--- src/rtl/dbcd_ram.sv ---
// ---------------------------------------------------------------------------
// dbcd_ram
// Generic single-write, single-read RAM with registered read data.
// ---------------------------------------------------------------------------
module dbcd_ram #(
  parameter int WIDTH = 8,
  parameter int DEPTH = 16
) (
  input  logic                                     clk,
  input  logic                                     we,
  input  logic [((DEPTH > 1) ? $clog2(DEPTH) : 1)-1:0] waddr,
  input  logic [WIDTH-1:0]                         wdata,
  input  logic [((DEPTH > 1) ? $clog2(DEPTH) : 1)-1:0] raddr,
  output logic [WIDTH-1:0]                         rdata
);

  logic [WIDTH-1:0] mem [DEPTH];

  // write port and registered read port
  always_ff @(posedge clk) begin
    if (we) begin
      mem[waddr] <= wdata;
    end
    rdata <= mem[raddr];
  end

endmodule

--- config.mk ---
export PLATFORM = sky130hd
export DESIGN_NAME = dbcd_ram
export DESIGN_NICKNAME = d
export VERILOG_FILES = /design/src/rtl/dbcd_ram.sv
export SDC_FILE = /design/constraint.sdc
export NUM_CORES = 1
export LEC_CHECK = 0
export ABC_AREA = 1
export BUFFER_PORTS_ARGS = -buffer_cell sky130_fd_sc_hd__buf_2
export CELL_PAD_IN_SITES_DETAIL_PLACEMENT = 1
export CELL_PAD_IN_SITES_GLOBAL_PLACEMENT = 1
export CORE_ASPECT_RATIO = 1.2
export CORE_MARGIN = 1.5
export CORE_UTILIZATION = 52
export DETAILED_ROUTE_END_ITERATION = 6
export GPL_ROUTABILITY_DRIVEN = 1
export HOLD_SLACK_MARGIN = 0.1
export PLACE_DENSITY = 0.81
export SYNTH_ARGS = -nofsm -noshare
export SYNTH_HDL_FRONTEND = slang
export SYNTH_SLANG_ARGS = --single-unit
--- constraint.sdc ---
create_clock -name clk -period 2.3 [get_ports clk]
set_clock_uncertainty 0.1 [all_clocks]
set_input_delay 0 -clock clk [delete_from_list [all_inputs] [get_ports clk]]
set_output_delay 0 -clock clk [all_outputs]
set_load 0.01 [all_outputs]
==> results of run 1 <==
critical path, cell delays in order:
cell	delay (ps)
dlygate4sd3_1	540
buf_2	250
inv_1	460
nand3_1	160
nand3_1	100
dlygate4sd3_1	550
nand2_1	40
routing by layer:
layer	track usage, %	vias up
li1	-	1841
met1	35.69	2002
met2	50.00	155
met3	6.978	50
met4	14.35	0
met5	0	-
timing repair:
| item | CTS | global route |
|---|---|---|
| hold buffers | 11 | 0 |
| setup buffers | 0 | 0 |
| hold endpoints to repair | 136 | 0 |
through the flow:
step	total power, µW	setup WS [ps]	hold slack, ps	utilization (%)	cell area (µm²)
global route	6372	317.4	157.0	62.71	6691
CTS	6238	438.3	111.6	62.69	6689
floorplan	3039	1249	-1.131	-	5767
detailed placement	3178	729.4	270.2	55.50	5922
global placement	3164	825.8	260.2	55.50	5922
finish	6238	400.8	118.0	62.71	6691
synth_stat cells:
master	count	share of area, %
buf_1	1	0.065
buf_2	13	1.1
buf_4	4	0.52
buf_6	6	1.2
dfxtp_1	8	2.8
edfxtp_1	128	67
inv_1	100	6.5
inv_2	2	0.13
nand2_1	173	11
nand3_1	97	8.4
nand3b_1	2	0.26
nor2_1	17	1.1
layout make-up:
cell class | instances | share of cell area [%]
Clock buffer | 17 | 6.358
Antenna cell | 1 | 0.03740
Inverter | 102 | 5.722
Clock inverter | 15 | 3.459
Sequential cell | 136 | 59.84
Timing Repair Buffer | 39 | 4.039
Multi-Input combinational cell | 289 | 18.14
Tap cell | 129 | 2.412
cell families (layout without fill, tap and decap cells):
logic type,count (synthesis),count (layout),synth area share [%]
buf+inv,126,173,9.525
flops,136,136,69.43
other cells,0,1,0
simple gates,289,289,21.05
power by group:
group / total, µW / leakage (µW) / switching (µW) / internal (µW)
combinational: 371 / 0.00135 / 267 / 103
clock: 3080 / 0.000319 / 1060 / 2020
sequential: 2790 / 0.00122 / 18.7 / 2770
path summary, 6_finish.rpt:
kind,start,to,slack [ps],cells past startpoint
worst max-delay path,raddr[2],rdata[3],400,7
worst min-delay path,we,mem[3][3],120,3
worst max register to register,mem[15][3],rdata[3],620,7
worst min register to register,mem[10][6],rdata[6],560,6
sequential cells by signal, indices dropped and copies added, names as in the netlist:
name / flops
mem: 128
rdata: 8
==> summary.md, run 1 <==
| Metric | Value |
|---|---|
| Max layer used | met4 |
| Fmax achieved | 526.5 MHz |
| Synth-to-layout area growth | 16.03% |
| PostCTS Resize Cnt | 0 |
| Post-DP HPWL | 8671 µm |
| Final cell count without fillers | 728 |
| Final hold vios | 0 |
| First-pass GRT wire length | 25050 µm |
| Filler cell count in the final layout | 1120 |
| Worst Path Max Fanout | 17 |
| Max-cap violations | 0 |
| Synthesized cell area | 5767 µm² |
| PwrDens | 932.3 nW/µm² |
| WL met2 | 8370 µm |
| Unrepaired setup endpoints after global routing | no |
| Num CTS Buffers | 17 |
| Die Height | 118.4 µm |
| Row cnt | 41 |
| FF/Latch Area | 4004 µm² |
| Total GRT Usage | 29.64% |
| Routed length on met3 | 831 µm |
| Met1 WL | 6238 µm |
| Final wirelength | 16020 µm |
| Crit path DAT | 2120 ps |
| DRC errors left | 0 |
| Critical Path End Type | register |
| Most common cell after layout, fill and taps aside | nand2_1 |
| Clock Path Buffers | 2 |
| Seq/Total Area, Yosys | 69.43% |
| Number of vias per cell | 5.560 |
| Yosys reg bits | 136 |
| CTS clk-pin slew, worst paths | 60 ps |
| Multi-input gate area | 1214 µm² |
| Final Wtd Congestion | 0.7734 |
| Worst Setup Path Type | input port to register |
| Mapped Nets | 569 |
| H-tree depth reported by CTS | 4 |
| Slew Limit Fails | 0 |
| Max_slew headroom | 42.07% |
| Status | finished, final reports clean |
| Final Critical Period | 1899 ps |
| Core ar. | 10670 µm² |
| Avg Synthesized Cell Area | 10.47 µm² |
| Global route overflow | 0 |
| Final worst-path cycle share | 82.57% |
| Die Span X | 99.14 µm |
| Antenna viol nets, final | 0 |
| Setup TNS | 0 ps |
| Layout cells sized above 1 | 9.866% |
| CP Data Required Time | 2520 ps |
| Worst VDD drop | 740.5 µV |
| Cell total after placement | 684 |
| Initial antenna violation count | 1 |
| Die area | 11730 µm² |
| P_leak | 0.002897 µW |
| DR pass1 iterations | 5 |
| Initial DRC Count | 442 |
| Routed via count | 4048 |
| Final setup fails | 0 |
| Vias in the first global route | 4472 |
| YS warnings | 0 |
| Routed len/inst | 22.01 µm |
| CTS Root Cell | clkbuf_16 |
| Most frequent cells in the layout | nand2_1 (173), edfxtp_1 (128), inv_1 (100) |
| Initial Util | 54.05% |
| Critical path launch point type | input port |
| Buffers on Ports | 25 |
| Largest net degree at the start of global routing | 65 |
| CTS tree | yes |
| Class of the worst hold path | input port to register |
| Yosys cell types | 12 |
| Mapped Cells | 551 |
| NumNets Final | 603 |
| Slew @ Worst Pin | 865.8 ps |
| Clk Latency, worst-skew pair | 430 ps |
| Top Ports | 26 |
| TritonCTS Sinks | 136 |
No activity file was read; power rests on OpenSTA's default activity.
==> run 2, diff against run 1 <==
Settings changed: ABC_AREA 1 to 0, CORE_UTILIZATION 52 to 53, PLACE_DENSITY 0.81 to 0.75.
Clock period 2.3 ns to 1.8 ns, I/O delays scaled along.
==> summary.md, run 2 <==
| Metric | Value |
|---|---|
| Status | finished, final reports clean |
| TritonCTS Sinks | 136 (unchanged) |
| Placed Area | 5530 µm² (-6.6%) |
| Class of the worst hold path | input port to register |
| YS warnings | 0 (unchanged) |
| Global route overflow | 0 (unchanged) |
| Worst Setup Path Type | input port to register |
| Most flops, register | mem |
| Max-cap violations | 0 (unchanged) |
| Unrepaired setup endpoints after global routing | no |
| Sw Ratio | 19.61% (-2.0 points) |
| Routed len/inst | 24.70 µm (+12%) |
| Most frequent cells in the layout | edfxtp_1 (128), buf_2 (25), buf_4 (20) |
| Row cnt | 39 (-4.9%) |
| Antenna viol nets, final | 0 (unchanged) |
| Initial antenna violation count | 0 (-1) |
| Synth area leaders | edfxtp_1 (75%), mux4_2 (7.9%), mux4_1 (7.1%) |
| Total GRT Usage | 23.43% (-6.2 points) |
| Design Area, Final | 6240 µm² (-6.8%) |
| Most common cell after layout, fill and taps aside | edfxtp_1 |
| CTS tree | yes |
| Avg Synthesized Cell Area | 22.48 µm² (+110%) |
| Number of vias per cell | 5.837 (+5.0%) |
| CP Data Required Time | 1820 ps (-700 ps) |
| Worst VDD drop | 755.8 µV (+2.1%) |
| Hold depth | 4 (+1) |
| Crit path DAT | 1670 ps (-450 ps) |
| WHS Endpoint | rdata[5] |
| Fmax achieved | 608.6 MHz |
| Final wirelength | 10750 µm (-33%) |
| Critical path launch point type | input port |
| P_leak | 0.002162 µW (-25%) |
| Post-synth EDFFs | 128 (unchanged) |
| Post-layout util | 65.91% (+3.2 points) |
| Largest net degree at the start of global routing | 23 (-65%) |
| Main synth FF type | edfxtp_1 |
| Initial DRC Count | 262 (-41%) |
| DR pass1 iterations | 5 (unchanged) |
| Reg-to-Reg Start | mem[9][2] |
| Buffers on Ports | 25 (unchanged) |
| P_int | 5806 µW (+19%) |
| Switch Pwr | 1416 µW (+5.2%) |
| Synth-to-layout area growth | 21.22% |
| Final Wtd Congestion | 0.7382 (-4.6%) |
| Clock power frac | 45.6% (-3.7 points) |
| Reg2reg path depth | 3 (-4) |
| Die Height | 111.0 µm (-6.3%) |
| Final setup fails | 0 (unchanged) |
| Seq/Total Area, Yosys | 77.78% (+8.4 points) |
| Fraction of registers with async set/reset | 0% (unchanged) |
| Number of flip-flops under the largest register name | 128 (unchanged) |
| Slew @ Worst Pin | 669.5 ps (-196.2 ps) |
| Die Span X | 92.97 µm (-6.2%) |
| Most frequent cell after synthesis | edfxtp_1 |
| Yosys reg bits | 136 (unchanged) |
| CP startpoint | waddr[1] |
| Mapped Nets | 247 (-57%) |
| Setup TNS | 0 ps (unchanged) |
| Worst Path Max Fanout | 7 (-10) |
| Hold Crit Start | raddr[1] |
| Num CTS Buffers | 17 (unchanged) |
| Setup bufs post-CTS | 0 (unchanged) |
| CTS clk-pin slew, worst paths | 50 ps (about the same) |
| NumNets Final | 317 (-47%) |
| Post-DP HPWL | 7226 µm (-17%) |
| DRC errors left | 0 (unchanged) |
| Antenna diodes | 0 (-1) |
| CTS Root Cell | clkbuf_16 |
| Max_slew headroom | 55.20% (+13 points) |
| Mapped Cells | 229 (-58%) |
| Top Ports | 26 (unchanged) |
| Slew Limit Fails | 0 (unchanged) |
| Reg2reg end | rdata[2] |
| Layout cells sized above 1 | 30.13% (+20 points) |
| Die area | 10310 µm² (-12%) |
| Final worst-path cycle share | 91.28% |
| Yosys cell types | 19 (+7) |
| Routed via count | 2539 (-37%) |
| PostCTS Resize Cnt | 0 (unchanged) |
| Top cell type's share of synthesized area | 74.67% (+8.0 points) |
| Hold Slack | 146.0 ps (+28.01 ps) |
| Final Critical Period | 1643 ps |
| Part of the power in combinational logic | 5.0% (-0.9 points) |
| Reg2reg setup slack | 290 ps (-330 ps) |
| PwrDens | 1158 nW/µm² (+24%) |
| Final hold vios | 0 (unchanged) |
| Initial Util | 54.37% (+0.33 points) |
| Post-synth top area cell | edfxtp_1 |
| Clk Latency, worst-skew pair | 410 ps (-20 ps) |
| Sequential power share | 49.4% (+4.7 points) |
| Critical Path End Type | register |
| H-tree depth reported by CTS | 4 (unchanged) |
| Synthesized cell area | 5147 µm² (-11%) |
| Commonest cells post-synth | edfxtp_1 (128), mux4_2 (18), a22oi_1 (16) |
| Core ar. | 9467 µm² (-11%) |
| Regs by FF count | mem (128), rdata (8) |
| Vias in the first global route | 2787 (-38%) |
| First-pass GRT wire length | 16500 µm (-34%) |
| Clock Path Buffers | 2 (unchanged) |
==> run 2: timing repair <==
| action | in CTS | in global routing |
|---|---|---|
| hold endpoints to repair | 163 | 0 |
| setup endpoints to repair | 0 | 0 |
| hold buffers | 14 | 0 |
==> run 2: cell families (layout without fill, tap and decap cells) <==
family | count (synthesis) | after routing | share of synthesized area [%]
compound gates | 16 | 16 | 2.334
flops | 136 | 136 | 77.78
simple gates | 35 | 35 | 3.184
buf+inv | 10 | 93 | 1.677
mux | 32 | 32 | 15.02
==> run 2: worst max-delay path by stage <==
stage | cells past startpoint | slack (ps) | to
2_1_floorplan | 2 | 210 | mem[0][0]
3_3_place_gp | 5 | 270 | rdata[2]
3_5_place_dp | 5 | 240 | rdata[2]
4_1_cts | 5 | 180 | mem[4][0]
5_1_grt | 5 | 130 | mem[4][0]
6_report | 5 | 160 | mem[4][5]
==> run 2: power by group through the flow <==
stage / logic [µW] / clock network, µW / registers, µW
floorplan: 180 / 0 / 3630
global placement: 324 / 0 / 3630
detailed placement: 340 / 0 / 3640
CTS: 365 / 3330 / 3570
global route: 393 / 3450 / 3570
finish: 361 / 3290 / 3570
==> run 2: area by class of cell <==
class                           instances  area, µm²
Sequential cell                       136       4004
Fill cell                             777       3227
Multi-Input combinational cell         83       1057
Clock buffer                           23      467.9
Timing Repair Buffer                   61      455.4
Tap cell                              123      153.9
Clock inverter                          9      101.3
==> run 2: routing by layer <==
layer	vias to the layer above	global-route usage, %	wire length [µm]
li1	1113	-	-
met1	1328	30.54	4410
met2	76	37.18	5658
met3	22	6.379	427
met4	0	10.10	248
met5	-	0	0
==> run 2: stage by stage <==
step | setup slack (ps) | instances | power (µW)
after global placement | 270.2 | 389 | 3953
after global routing | 127.4 | 435 | 7413
after CTS | 175.8 | 435 | 7268
after floorplan | 207.1 | 229 | 3811
final | 157.0 | 435 | 7223
after detailed placement | 244.9 | 389 | 3976
==> run 2: critical path, stage by stage <==
cell           delay, ps
dlygate4sd3_1        520
buf_2                160
nor3_1               190
dlygate4sd3_1        610
buf_4                170
